==> config.mk <==
export PLATFORM = sky130hd
export DESIGN_NAME = hqme_vertex
export DESIGN_NICKNAME = d
export VERILOG_FILES = /design/src/design/assert_macros.svh /design/src/design/hqme_pkg.sv /design/src/design/hqme_vertex.sv
export SDC_FILE = /design/constraint.sdc
export NUM_CORES = 1
export LEC_CHECK = 0
export BUFFER_PORTS_ARGS = -buffer_cell sky130_fd_sc_hd__buf_2
export CAP_MARGIN = 20
export CORE_UTILIZATION = 55
export DETAILED_ROUTE_END_ITERATION = 10
export GPL_TIMING_DRIVEN = 1
export PLACE_DENSITY_LB_ADDON = 0.3
export SYNTH_ARGS = -nofsm -noshare
export SYNTH_HDL_FRONTEND = slang
export SYNTH_SLANG_ARGS = --single-unit
==> constraint.sdc <==
create_clock -name clock -period 3.4 [get_ports clock]
set_input_delay 0.51 -clock clock [delete_from_list [all_inputs] [get_ports clock]]
set_output_delay 0.51 -clock clock [all_outputs]
set_load 0.02 [all_outputs]
==> src/design/assert_macros.svh <==
// ----------------------------------------------------------------------------
// assert_macros.svh
// Concurrent assertion shorthands for the RTL.
// ----------------------------------------------------------------------------
`ifndef ASSERT_MACROS_SVH
`define ASSERT_MACROS_SVH

// Implication checked on every rising edge, muted while reset is high
`define HQME_ASSERT(lbl, clk, rst, prop, msg) \
   lbl: assert property (@(posedge clk) disable iff (rst) prop) else $error(msg);

// Implication checked on every rising edge, reset included
`define HQME_ASSERT_ALWAYS(lbl, clk, prop, msg) \
   lbl: assert property (@(posedge clk) prop) else $error(msg);

`endif

==> src/design/hqme_pkg.sv <==
// ----------------------------------------------------------------------------
// hqme_pkg
// Shared constants and types of the heightmap quad mesh emitter.
// ----------------------------------------------------------------------------
`timescale 1ns / 1ps

package hqme_pkg;

   // Grid limits
   localparam int MAX_COLUMNS = 1024;
   localparam int MAX_ROWS    = 1024;
   localparam int COL_W       = $clog2(MAX_COLUMNS);
   localparam int ROW_W       = $clog2(MAX_ROWS);
   localparam int CNT_W       = $clog2(MAX_COLUMNS + 1);

   // Field widths
   localparam int CFG_W       = 11;
   localparam int HEIGHT_W    = 16;
   localparam int CODE_W      = 8;
   localparam int COORD_W     = 12;
   localparam int MAT_W       = 2;
   localparam int REQ_DATA_W  = 24;
   localparam int RSP_DATA_W  = 48;
   localparam int EXT_W       = (CFG_W > CNT_W) ? CFG_W : CNT_W;

   localparam logic [CFG_W-1:0] COLS_RESET = CFG_W'(MAX_COLUMNS);

   // Terrain codes on the input side
   localparam logic [CODE_W-1:0] TERRAIN_WATER = CODE_W'(0);
   localparam logic [CODE_W-1:0] TERRAIN_SAND  = CODE_W'(1);
   localparam logic [CODE_W-1:0] TERRAIN_GRASS = CODE_W'(2);

   typedef enum logic [MAT_W-1:0] {
      MAT_WATER,
      MAT_SAND,
      MAT_GRASS,
      MAT_SNOW
   } material_type;

   // One cell after the line buffer lookup, ready for vertex emission
   typedef struct packed {
      logic signed [HEIGHT_W-1:0] own;
      logic signed [HEIGHT_W-1:0] left;
      logic signed [HEIGHT_W-1:0] up_mem;
      logic                       col_zero;
      logic                       row_zero;
      logic [COL_W-1:0]           col;
      logic [ROW_W-1:0]           row;
      material_type               mat;
   } cell_type;

   function automatic material_type material_of(input logic [CODE_W-1:0] code);
      material_type m;
      unique case (code)
         TERRAIN_WATER: m = MAT_WATER;
         TERRAIN_SAND:  m = MAT_SAND;
         TERRAIN_GRASS: m = MAT_GRASS;
         default:       m = MAT_SNOW;
      endcase
      return m;
   endfunction

endpackage

==> src/design/hqme_vertex.sv <==
// ----------------------------------------------------------------------------
// hqme_vertex
// Resolves the 2x2 corner window and emits six vertices, one per cycle unless rsp_tready stalls.
// ----------------------------------------------------------------------------
`timescale 1ns / 1ps

module hqme_vertex (
   input  logic                             clock,
   input  logic                             reset,
   input  logic                             cell_valid,
   output logic                             cell_take,
   input  hqme_pkg::cell_type               quad,
   output logic                             rsp_tvalid,
   input  logic                             rsp_tready,
   output logic [hqme_pkg::RSP_DATA_W-1:0]  rsp_tdata,
   output logic                             rsp_tlast
);

   localparam int HEIGHT_W = hqme_pkg::HEIGHT_W;
   localparam int COORD_W  = hqme_pkg::COORD_W;
   localparam int COL_W    = hqme_pkg::COL_W;
   localparam int ROW_W    = hqme_pkg::ROW_W;
   localparam int PAD_W    = hqme_pkg::RSP_DATA_W
                             - (2 * COORD_W + HEIGHT_W + 2 + hqme_pkg::MAT_W);

   // Vertex order of the two triangles
   typedef enum logic [2:0] {
      V_UPLEFT,
      V_LEFT_A,
      V_UP_A,
      V_OWN,
      V_LEFT_B,
      V_UP_B
   } vertex_type;

   logic                        busy_ff;
   vertex_type                  k_ff;
   logic signed [HEIGHT_W-1:0]  ul_ff, lf_ff, up_ff, own_ff;
   logic signed [HEIGHT_W-1:0]  saved_up_ff;
   logic [COL_W-1:0]            col_ff;
   logic [ROW_W-1:0]            row_ff;
   hqme_pkg::material_type      mat_ff;
   logic                        rsp_valid_ff;
   logic [hqme_pkg::RSP_DATA_W-1:0] rsp_data_ff;
   logic                        rsp_last_ff;

   logic                        load, last_k;
   logic signed [HEIGHT_W-1:0]  up, upleft;
   logic                        xside, zside;
   logic signed [HEIGHT_W-1:0]  vh;
   logic [COORD_W-1:0]          x2, z2, xv, zv;

   // Corner window of the incoming cell
   assign up     = quad.row_zero ? quad.own : quad.up_mem;
   assign upleft = quad.col_zero ? up : saved_up_ff;

   assign load      = busy_ff && (!rsp_valid_ff || rsp_tready);
   assign last_k    = (k_ff == V_UP_B);
   assign cell_take = cell_valid && (!busy_ff || (load && last_k));

   // Corner and side of the current vertex
   always_comb begin
      case (k_ff)
         V_UPLEFT: begin vh = ul_ff;  xside = 1'b0; zside = 1'b0; end
         V_LEFT_A: begin vh = lf_ff;  xside = 1'b0; zside = 1'b1; end
         V_UP_A:   begin vh = up_ff;  xside = 1'b1; zside = 1'b0; end
         V_OWN:    begin vh = own_ff; xside = 1'b1; zside = 1'b1; end
         V_LEFT_B: begin vh = lf_ff;  xside = 1'b0; zside = 1'b1; end
         V_UP_B:   begin vh = up_ff;  xside = 1'b1; zside = 1'b0; end
         default:  begin vh = own_ff; xside = 1'b0; zside = 1'b0; end
      endcase
   end

   // Half-unit coordinates, wrapping at the field width
   assign x2 = COORD_W'({col_ff, 1'b0});
   assign z2 = COORD_W'({row_ff, 1'b0});
   assign xv = xside ? x2 + COORD_W'(1) : x2 - COORD_W'(1);
   assign zv = zside ? z2 + COORD_W'(1) : z2 - COORD_W'(1);

   // Sequencer and output register; a new cell restarts the vertex count
   always_ff @(posedge clock) begin
      if (reset) begin
         busy_ff      <= 1'b0;
         k_ff         <= V_UPLEFT;
         saved_up_ff  <= '0;
         rsp_valid_ff <= 1'b0;
      end else begin
         if (load) begin
            rsp_valid_ff <= 1'b1;
         end else if (rsp_tready) begin
            rsp_valid_ff <= 1'b0;
         end
         if (cell_take) begin
            busy_ff     <= 1'b1;
            k_ff        <= V_UPLEFT;
            saved_up_ff <= up;
         end else if (load) begin
            k_ff <= last_k ? V_UPLEFT : vertex_type'(k_ff + 3'd1);
            if (last_k) begin
               busy_ff <= 1'b0;
            end
         end
      end
   end

   // Cell payload and vertex payload
   always_ff @(posedge clock) begin
      if (cell_take) begin
         ul_ff  <= upleft;
         lf_ff  <= quad.left;
         up_ff  <= up;
         own_ff <= quad.own;
         col_ff <= quad.col;
         row_ff <= quad.row;
         mat_ff <= quad.mat;
      end
      if (load) begin
         rsp_data_ff <= {PAD_W'(0), mat_ff, zside, xside, zv, vh, xv};
         rsp_last_ff <= last_k;
      end
   end

   assign rsp_tvalid = rsp_valid_ff;
   assign rsp_tdata  = rsp_data_ff;
   assign rsp_tlast  = rsp_last_ff;

endmodule

==> results of run 1 <==
cells in the final DEF, fill, tap and decap left out, types with 5 or more instances in the layout:
master and instances:
nor3_1 9, nand3_1 5, conb_1 6, mux2_2 17
a211oi_1 16, mux2i_1 50, nand2_1 23, inv_1 25
xor2_1 7, buf_2 120, o21ai_0 19, a21oi_1 33
dfxtp_1 19, o211ai_1 16, clkbuf_16 17, edfxtp_1 129
clkinv_2 5, bufinv_16 5, xnor2_1 12, nor2_1 26
buf_4 5
registers in the layout, indices dropped and copies added (netlist names):
signal       count
up_ff           16
saved_up_ff     16
rsp_tdata       42
k_ff             3
ul_ff           16
rsp_tlast        1
col_ff          10
busy_ff          1
rsp_tvalid       1
lf_ff           16
mat_ff           2
own_ff          16
row_ff          10
report_power, final:
part	switching (mW)	total, mW	internal (mW)
Clock	0.677	2.03	1.36
Combinational	0.259	0.417	0.157
Sequential	0.0518	2.20	2.15
final timing paths:
kind / start / to / slack, ns / cells past startpoint
max: k_ff[1] / cell_take / 0.83 / 4
min: quad[21] / col_ff[9] / 0.27 / 1
max reg2reg: k_ff[2] / rsp_tdata[32] / 1.13 / 7
min reg2reg: mat_ff[0] / rsp_tdata[42] / 0.43 / 0
critical path, delay by kind of cell (launching register included):
family                 cells  cell delay [ns]
flip-flops                 1             0.36
buffers and inverters      1             0.28
AO/OA/AOI/OAI              1             0.22
AND/OR/NAND/NOR            2             0.78
cell type report:
cell class / instances / area (µm²) / share of cell area
flip-flops and latches: 150 / 4300 / 0.557
clock buffers: 22 / 474 / 0.0614
multi-input cells: 262 / 1840 / 0.238
clock inverters: 10 / 175 / 0.0227
diodes: 1 / 2.50 / 0.000324
inverters: 26 / 97.6 / 0.0126
well taps: 140 / 175 / 0.0227
repair buffers: 126 / 658 / 0.0853
per-stage QoR:
step / util / worst slack [ns] / hold slack [ns] / area [µm²] / cells
2_1_floorplan: - / 1.27 / 0.400 / 6400 / 469
3_3_place_gp: 0.638 / 1.22 / 0.403 / 7070 / 704
3_5_place_dp: 0.638 / 1.18 / 0.406 / 7070 / 704
4_1_cts: 0.696 / 0.807 / 0.258 / 7710 / 736
5_1_grt: 0.696 / 0.690 / 0.260 / 7710 / 736
6_report: 0.697 / 0.831 / 0.275 / 7720 / 737
cells by family (layout without fill, tap and decap cells):
logic type                 count (synthesis)  after routing  share of synthesized area
adders and majority gates                  3              3                    0.00587
other                                      2              7                    0.00118
AOI/OAI and AO/OA                         86             86                     0.0813
muxes                                     67             67                      0.108
buffers and inverters                     57            184                     0.0431
DFF                                      150            150                      0.672
xor gates and xnor gates                  19             19                     0.0260
and+or+nand+nor                           81             81                     0.0623
routing by layer:
metal / vias to the layer above / share of wire
met5: - / 0
met4: 0 / 0.012
met2: 141 / 0.52
met1: 1959 / 0.41
met3: 15 / 0.058
li1: 1940 / -
==> impl.org, run 1 <==
** Run status
- The flow ran to the end, and the final reports show no timing, DRC or antenna violations.

** Placed design
- The wire-length estimate of the detail-placed layout is 7720 µm.
- Gp weighted congestion :: 0.798
- The count of buffers added on input and output ports is 120.

** Yosys
- Yosys Warn Count :: 0
- Number of register bits inferred by synthesis :: 150
- Mean instance size in the synthesized netlist :: roughly 14 µm²
- Number of synthesized flops with an enable pin :: 129
- Of the post-synthesis cell area, the dominant cell type holds 0.606.
- By instance count, the leading cell after synthesis is edfxtp_1.
- In the synthesized netlist the dominant register cell turns out to be edfxtp_1.
- Synthesis handed over a netlist of 465 instances.
- Fraction of the yosys area taken by sequential cells :: 0.672
- Largest area contributor in the netlist :: edfxtp_1
- Sorting the synthesized cells by how often they occur yields 129 x edfxtp_1, 50 x mux2i_1, 33 x a21oi_1, 26 x inv_1, 26 x nor2_1.
- Leading post-synthesis cells by cell area :: edfxtp_1 61%, mux2i_1 7.8%, dfxtp_1 6.6%
- After synthesis, the share of flip-flops with an asynchronous set or reset is 0.
- Number of different library cells in the post-synthesis netlist :: 35
- After synthesis the cells add up to 0.00639 mm².

** GRT
- Global-route wire length before repair :: 19,800 µm
- The number of global-route vias before repair was 4,081.
- Global-route met1 utilization :: 0.273
- Gr usage total :: 0.223
- Met2 track demand over resource :: 0.382
- Pin count of the biggest net entering global routing :: 59
- Aggregate global routing overflow :: 0
- Routing usage on met3 :: 0.0516
- Number of antenna violations at the first check in global routing :: 0
- In this run the most used layer during global routing was met2.

** Worst setup path
- Traced cell by cell, the critical path runs through nand3b_4, o21ai_2, and2_4, buf_2.
- Endpoint required time on the critical path :: 2.89 ns
- STA classifies the critical path startpoint as a flip-flop.
- Critical path capture point type :: output pin
- Max FO, Critical Path :: 48
- Signal arrival time at the worst endpoint :: 2.06 ns
- Crit Path Category :: flip-flop to output pin
- The slowest stage of the critical path is the and2_4 cell.
- The largest single stage delay on the critical path is 0.57 ns.

** Pwr
- Static leakage power :: slightly above 3 nW
- In this run the power density over the cells is approximately 600 mW/mm².
- Maximum resistive drop on vdd :: 0.000362 V
- Total power :: 4.65 mW

** Clock tree
- Post CTS Setup Buffer Count :: 0
- Hold buffer count at cts :: 0
- H-tree levels :: 4
- Buffer levels on the longest clock path :: 2
- Once the clock tree was built, the resizer swapped 0 gates to a different size.
- TritonCTS Sinks :: 150
- Register clock-pin slew on the reported worst setup and hold paths :: 0.06 ns
- The cell sitting at the root of the clock tree is a clkbuf_16.
- Clock latency on the worst-skew pair, taken at its later pin, is around 0.40 ns.
- Clock tree synthesis inserted a total of 17 buffers.
- TritonCTS built the clock tree.

** Drt
- Using the TritonRoute via totals, the vias-per-cell ratio works out to about 5.5.
- For this run, the detailed router's first-pass iteration total came to 5.
- Summed over all layers, the routed wires come to 12,500 µm.
- Violation count after the first detailed-routing iteration :: 236
- Routed wirelength normalized by instance count :: 17.0 µm
- For this block, the via count after detailed routing is ~4k.
- In this run the remaining antenna-violating nets after routing total 0.
- Total DRC errors in the routed layout :: 0

** Timing
- The number of failing hold endpoints at the final stage was 0.
- The max-slew violation total from the final report came to 0.
- Number of setup violations in the final report :: 0
- Static timing analysis puts the maximum clock frequency at just under 400 MHz.
- Setup total negative slack on the finished layout was measured at 0 ns.
- Tcrit/Tclk final :: 0.756
- The worst pin sits at a relative slew slack of 0.322.
- Clock skew on the completed layout was measured at 0.00725 ns.
- Unrepaired setup endpoints after global routing :: no
- Final critical path time including I/O delays and setup :: between 2 and 3 ns
- At the pin with the least slew margin, the transition time is 1.02 ns.

** Run
- Count of maximum capacitance violations :: 0

** Floorplanning
- The die covers 0.0121 mm².
- After floorplanning, the core was divided into 38 placement rows.
- 127 I/O pins were placed.
- Core region area :: 0.0111 mm²
- The initial utilization of the core area, before any placement, comes to 0.577.
- Vertical die dimension :: 110 µm
- Die Wd :: 110 µm

** Layout
- In the final design database the tool counted between 600 and 700 nets.
- From synthesis to final layout, the design area changed by 20.8%.
- Fraction of final layout cells sized beyond drive strength 1 :: 0.307
- Counting the fill cells in the layout gives 775.

** Min path
- In this run the worst hold path is classified as primary input to flip-flop.
No activity file was read; power rests on OpenSTA's default activity.
==> run 2: changes to the inputs <==
--- a/config.mk
+++ b/config.mk
@@ -7,7 +7,7 @@
 export LEC_CHECK = 0
 export BUFFER_PORTS_ARGS = -buffer_cell sky130_fd_sc_hd__buf_2
 export CAP_MARGIN = 20
-export CORE_UTILIZATION = 55
+export CORE_UTILIZATION = 50
 export DETAILED_ROUTE_END_ITERATION = 10
 export GPL_TIMING_DRIVEN = 1
 export PLACE_DENSITY_LB_ADDON = 0.3
==> constraint.sdc (replaced) <==
create_clock -name clock -period 2.2 [get_ports clock]
set_input_delay 0.33 -clock clock [delete_from_list [all_inputs] [get_ports clock]]
set_output_delay 0.33 -clock clock [all_outputs]
set_load 0.02 [all_outputs]
==> impl.org, run 2 (same netlist as run 1, synthesis figures left out) <==
** Clock tree
- Buffers inserted to repair hold after CTS numbered 0.
- Clock-pin slew was measured on the worst setup and hold paths at 0.06 ns.
- The number of clock buffers added by TritonCTS is 17.
- Post-CTS repair changed the size of 0 cells.
- In this run the deepest clock path goes through 2 buffers.
- TritonCTS built the clock tree.
- Clock root cell :: clkbuf_16
- H-tree levels :: 4
- In this run the post-CTS setup repair buffer count came out at 0.
- TritonCTS Sinks :: 150
- For the worst-skew pair, the clock arrives at the later sink with an insertion delay of 0.42 ns.

** GRT
- Gr usage total :: 0.198
- Summed over all layers, the global routing overflow is 0.
- Global-route wire length before repair :: 19,100 µm
- Vias in the first global route :: 3,852
- The number of antenna violations at the first check in global routing is 0.
- Pin count of the biggest net entering global routing :: 39

** Timing
- Dividing the final minimum period by the clock period gives 0.941.
- The number of failing hold endpoints at the final stage was 0.
- The clock period could shrink to 2.07 ns.
- Setup Total Neg Slack :: 0 ns
- Static timing analysis puts the maximum clock frequency at roughly 480 MHz.
- Setup violations remaining at the end of the flow were counted as 0.
- Layout Skew :: 0.00642 ns
- The max-slew violation total from the final report came to 0.
- The worst pin sits at a relative slew slack of 0.589.
- Across all hold checks on the routed design, the worst slack comes to 0.0827 ns.
- Slew at the pin with the worst max-slew slack :: 0.617 ns
- Unrepaired setup endpoints after global routing :: no
- Final critical-path setup slack :: roughly 0.13 ns

** Layout
- The repair_antennas step left the layout with diodes totalling 0.
- Number of filler cells placed in the layout :: 948
- Relative to the synthesized area, the layout overhead comes to 22.3%.
- Measured on the finished design, the core utilization comes to 0.640.
- The register with the most flip-flops in the layout has 42 of them.
- For this run, the post-layout net count is 668.
- Most frequent standard cell in the layout excluding fill and tap cells :: edfxtp_1
- Most used cells in the layout excluding fill and tap cells :: 129 x edfxtp_1, 120 x buf_2, 50 x mux2i_1, 33 x a21oi_1, 26 x nor2_1
- The finished cells cover 0.00781 mm².
- Fraction of final layout cells sized beyond drive strength 1 :: 0.307

** Worst setup path
- The largest single stage delay on the critical path is 0.36 ns.
- Max FO, Critical Path :: 12
- Startpoint class of the critical path :: flip-flop
- Counting cells, the worst reg-to-reg path comes to 6.
- Master of the slowest instance on the critical path :: dfxtp_1
- The kind of cell with the highest combined delay along the critical path is simple AND/OR/NAND/NOR gates.
- Crit path buf inv count :: 1
- STA classifies the critical path endpoint as an output pin.
- Crit Path Category :: flip-flop to output pin
- Traced cell by cell, the critical path runs through nand3b_4, o21ai_2, and2_4, buf_2.
- In this run the register-to-register setup slack is about 0.33 ns.
- Endpoint required time on the critical path :: approximately 1.9 ns
- Startpoint of the lowest-slack register-to-register path :: k_ff[1]
- Signal arrival time at the worst endpoint :: 1.74 ns
- The worst register-to-register path ends at rsp_tdata[35].

** Drt
- In this run the remaining antenna-violating nets after routing total 0.
- Drt via density :: 5.30
- The first detailed-routing pass took 5 iterations.
- Total Wirelength :: 12,400 µm
- Via count :: just over 4k
- After the first detailed-routing iteration, the DRC count stood at 272.
- Dividing the detail-routed wire length by the instance count gives around 16 µm.
- For this run, design rule violations remaining after detail routing come to 0.

** Pwr
- Static leakage power :: 3.11 nW
- Of the total power, registers draw 0.471.
- Switching power as a share of total power :: 0.212
- The share of total power dissipated in the clock network is 0.438.
- For this design the ratio of total power to cell area is 924 mW/mm².
- Of the total power, combinational logic draws 0.091.
- In this run the power spent charging and discharging nets is 1.53 mW.
- Across the VDD grid, the largest voltage drop is roughly 0.00054 V.
- The internal power of the cells totals 5.68 mW.

** Floorplanning
- For this configuration, the core starts out at a cell density of 0.523.
- The floorplan step defined a die boundary enclosing 0.0132 mm².
- Number of top-level pins :: about 130
- Number of cell rows :: 40
- Core region area :: 0.0122 mm²
- In this run the vertical extent of the chip is about 120 µm.
- Die Wd :: 115 µm

** Run status
- Outcome :: finished clean

** Placed design
- The congestion estimate from routability-driven global placement came to 0.861.
- Summing all placed instances gives a cell area of 0.00716 mm².
- DP HPWL :: approximately 7900 µm
- Before CTS, the worst setup slack after placement is 0.364 ns.
- Input and output buffers added on the ports amount to between 100 and 150.

** Min path
- For hold timing, the worst endpoint is mat_ff[0].
- The path class of the tightest hold or removal check is primary input to flip-flop.
- Along the worst hold path, the cell count comes to 1.
- In this run the most critical hold path is launched from quad[0].

** Run
- Count of maximum capacitance violations :: 0
==> run 2: changes by cell type in the layout (fill, tap and decap cells not counted) <==
cell       previous run  this run
buf_12                1         3
clkbuf_1              2         3
and2_2                0         1
clkinv_2              5         3
diode_2               1         0
clkbuf_8              3         0
bufinv_16             5         6
buf_4                 5         8
clkinv_1              0         3
==> run 2: power by group through the flow <==
stage | Clock [mW] | Combinational (mW) | Sequential, mW
floorplan | 0 | 0.359 | 3.52
global placement | 0 | 0.631 | 3.45
detailed placement | 0 | 0.652 | 3.46
CTS | 3.21 | 0.659 | 3.40
global route | 3.33 | 0.722 | 3.42
finish | 3.16 | 0.656 | 3.40
==> run 2: through the flow <==
step	instances	power (mW)
2_1_floorplan	469	3.88
3_3_place_gp	737	4.08
3_5_place_dp	737	4.11
4_1_cts	769	7.27
5_1_grt	770	7.47
6_report	770	7.22
==> run 2: cell type report <==
type | count | area [µm²] | area share
inverters | 26 | 97.6 | 0.0125
multi-input cells | 263 | 1850 | 0.236
well taps | 168 | 210 | 0.0269
clock buffers | 20 | 437 | 0.0559
repair buffers | 131 | 721 | 0.0922
clock inverters | 12 | 206 | 0.0264
flip-flops and latches | 150 | 4300 | 0.550
==> run 2: worst max-delay path by stage <==
stage	start	endpoint	slack, ns	cells past startpoint
floorplan	k_ff[2]	rsp_tdata[35]	0.07	9
global placement	k_ff[1]	rsp_tdata[35]	0.45	6
detailed placement	k_ff[1]	rsp_tdata[35]	0.36	6
CTS	k_ff[1]	cell_take	0.05	4
global route	k_ff[1]	cell_take	0.009	4
finish	k_ff[1]	cell_take	0.13	4
==> run 2: worst register-to-register path: stages (launching register included) <==
cell     delay [ns]
dfxtp_1        0.36
and2_1         0.19
ha_1           0.18
o21ba_2        0.33
inv_1          0.13
nor4_1         0.29
xor2_1         0.11
==> run 2: routing by layer <==
metal,vias to the layer above,share of wire,GRT usage
li1,1958,-,-
met2,156,0.50,0.336
met1,1942,0.42,0.240
met5,-,0,0
met3,24,0.063,0.0506
met4,0,0.019,0.0866
==> run 3: changes to the inputs <==
--- a/config.mk
+++ b/config.mk
@@ -7,7 +7,7 @@
 export LEC_CHECK = 0
 export BUFFER_PORTS_ARGS = -buffer_cell sky130_fd_sc_hd__buf_2
 export CAP_MARGIN = 20
-export CORE_UTILIZATION = 50
+export CORE_UTILIZATION = 37
 export DETAILED_ROUTE_END_ITERATION = 10
 export GPL_TIMING_DRIVEN = 1
 export PLACE_DENSITY_LB_ADDON = 0.3
==> constraint.sdc (replaced) <==
create_clock -name clock -period 2.05 [get_ports clock]
set_input_delay 0.3075 -clock clock [delete_from_list [all_inputs] [get_ports clock]]
set_output_delay 0.3075 -clock clock [all_outputs]
set_load 0.02 [all_outputs]
==> impl.org, run 3 (same netlist as run 1, synthesis figures left out) <==
** Timing
- Once routing completed, OpenROAD measured the worst setup slack at about 0.21 ns.
- Count of final max-slew check failures :: 0
- In this run the tightest slew margin relative to its limit is 0.589.
- Layout Skew :: 0.0109 ns
- Setup violations remaining at the end of the flow were counted as 0.
- The number of failing hold endpoints at the final stage came to 0.
- Slew at the pin with the worst max-slew slack :: 0.617 ns
- F_max :: roughly 540 MHz
- Setup repair after global routing left no endpoint under its margin.
- Setup Total Neg Slack :: 0 ns
- Tcrit/Tclk final :: 0.898
- Final critical path time including I/O delays and setup :: 1.84 ns

** GRT
- Entering global routing, the biggest net connects 36 pins.
- The number of global-route vias before repair is 4,001.
- The first global-routing pass estimated 20,300 µm of wire.
- Gr usage total :: 0.154
- Aggregate global routing overflow :: 0
- The number of antenna violations at the first check in global routing came to 0.

** Layout
- Reg area :: 0.00430 mm²
- From synthesis to final layout, the design area changed by 23.9%.
- Leaving out fill and tap cells, the most frequent cells in the layout are 129 x edfxtp_1, 120 x buf_2, 50 x mux2i_1, 33 x a21oi_1, 26 x nor2_1.
- The register with the most flip-flops in the layout has 42 of them.
- In the final layout, the multi-input gates occupy roughly 0.0018 mm².
- Of the cells placed in the final design, the portion with a size suffix greater than 1 is 0.317.
- Layout net count :: 674
- Number of filler cells placed in the layout :: 1,493
- The repair_antennas step left the layout with diodes totalling 0.
- Fin cells :: 828
- Post-route core utilization :: 0.474
- Most frequent standard cell in the layout excluding fill and tap cells :: edfxtp_1

** Clock tree
- Cts repair resizes :: 0
- Clock root cell :: clkbuf_16
- The H-tree was split into 4 levels.
- Once the clock tree was built, the setup fixing pass inserted 2 buffers.
- Register clock-pin slew on the reported worst setup and hold paths :: 0.06 ns
- At the later pin of the worst-skew pair, clock insertion delay measures approximately 0.42 ns.
- No sink is reached through more buffers than the 2 on the longest clock path.
- Hold buffer count at cts :: 0
- Clock tree synthesis inserted a total of 17 buffers.
- TritonCTS built the clock tree.
- TritonCTS Sinks :: 150

** Floorplanning
- Measured along the y axis, the die boundary spans 133 µm.
- Die footprint :: approximately 0.018 mm²
- Number of cell rows :: 47
- The die is 133 µm wide.
- Core region area :: 0.0167 mm²
- Starting density of the core :: 0.383
- During I/O placement, the number of pins put on the boundary was between 100 and 150.

** Worst setup path
- Endpoint required time on the critical path :: 1.74 ns
- Max FO, Critical Path :: 7
- Startpoint of the lowest-slack register-to-register path :: k_ff[1]
- The worst register-to-register path ends at rsp_tdata[35].
- STA classifies the critical path startpoint as a flip-flop.
- Data on the critical path arrives at its endpoint at roughly 1.5 ns.
- Worst-case reg-to-reg path depth :: 6
- Flop2flop setup slack :: 0.24 ns
- Crit Path Category :: flip-flop to output pin
- STA classifies the critical path endpoint as an output pin.

** Placed design
- Once placement completed, the tool counted placed cells totaling 794.
- Pre-CTS setup slack :: 0.230 ns
- Buffers placed on the I/O ports in this run total 120.
- At the end of routability-driven placement, the weighted congestion stood at 0.766.
- DP HPWL :: 8760 µm

** Min path
- Worst hold endpoint :: lf_ff[4]
- The worst hold path begins at quad[44].
- Worst hold path class :: primary input to flip-flop
- Hold depth :: 1

** Drt
- Routed wirelength normalized by instance count :: 15.7 µm
- Total DRC errors in the routed layout :: 0
- After the first detailed-routing iteration, the DRC count stood at 183.
- The detail route stage leaves a number of antenna-violating nets equal to 0.
- Via count :: 3,967
- Drt via density :: between 4 and 5
- Initial DRT Pass Iterations :: 4
- Wires add up to 13,000 µm.

** Pwr
- Total power :: between 7 and 8 mW
- Maximum resistive drop on vdd :: 0.000581 V
- For this design the ratio of total power to cell area is 972 mW/mm².
- Static leakage power :: between 3 and 4 nW

** Run
- Count of maximum capacitance violations :: 0

** Run status
- Outcome :: finished clean
run 3: changes by cell type in the layout (fill, tap and decap cells not counted), sizes merged:
cell / delta
and2: -1
buf: +7
bufinv: -1
clkbuf: -1
clkinv: -3
clkinvlp: +3
inv: +2
run 3: worst max path at each step:
| stage | from | endpoint | slack (ns) | cells past startpoint |
|---|---|---|---|---|
| final | k_ff[1] | cell_take | 0.21 | 4 |
| after global routing | k_ff[1] | cell_take | 0.13 | 4 |
| after CTS | k_ff[1] | cell_take | 0.18 | 4 |
| after detailed placement | k_ff[1] | rsp_tdata[35] | 0.23 | 6 |
| after global placement | k_ff[1] | rsp_tdata[35] | 0.28 | 6 |
| after floorplan | k_ff[0] | rsp_tdata[35] | 0.008 | 9 |
run 3: where the power goes:
| group | internal [mW] | switching [mW] | total, mW |
|---|---|---|---|
| Sequential | 3.56 | 0.0847 | 3.65 |
| Clock | 2.15 | 1.18 | 3.33 |
| Combinational | 0.284 | 0.432 | 0.717 |
| Total | 6.00 | 1.69 | 7.70 |
run 3: final cells by class:
class | count | area share
clock buffer | 19 | 0.0547
clock inverter | 13 | 0.0256
inverter | 26 | 0.0123
multi-input combinational | 262 | 0.232
sequential | 150 | 0.543
tap | 220 | 0.0348
timing repair buffer | 138 | 0.0977
run 3: through the flow:
step / hold WS, ns / instance area [µm²]
detailed placement: 0.412 / 7270
floorplan: 0.387 / 6410
finish: 0.0536 / 7920
global route: 0.0322 / 7920
CTS: 0.0377 / 7920
global placement: 0.411 / 7270
run 3: metal layers:
metal / vias up / wire, µm / track usage
li1: 1974 / - / -
met1: 1840 / 5660 / 0.188
met3: 18 / 701 / 0.0361
met5: - / 0 / 0
met2: 135 / 6290 / 0.256
met4: 0 / 325 / 0.0758
run 3: critical path: stages, from the launching register on:
cell and delay, ns:
dfxtp_1 0.37, nand3b_4 0.21, o21ai_2 0.17, and2_4 0.19
buf_2 0.17
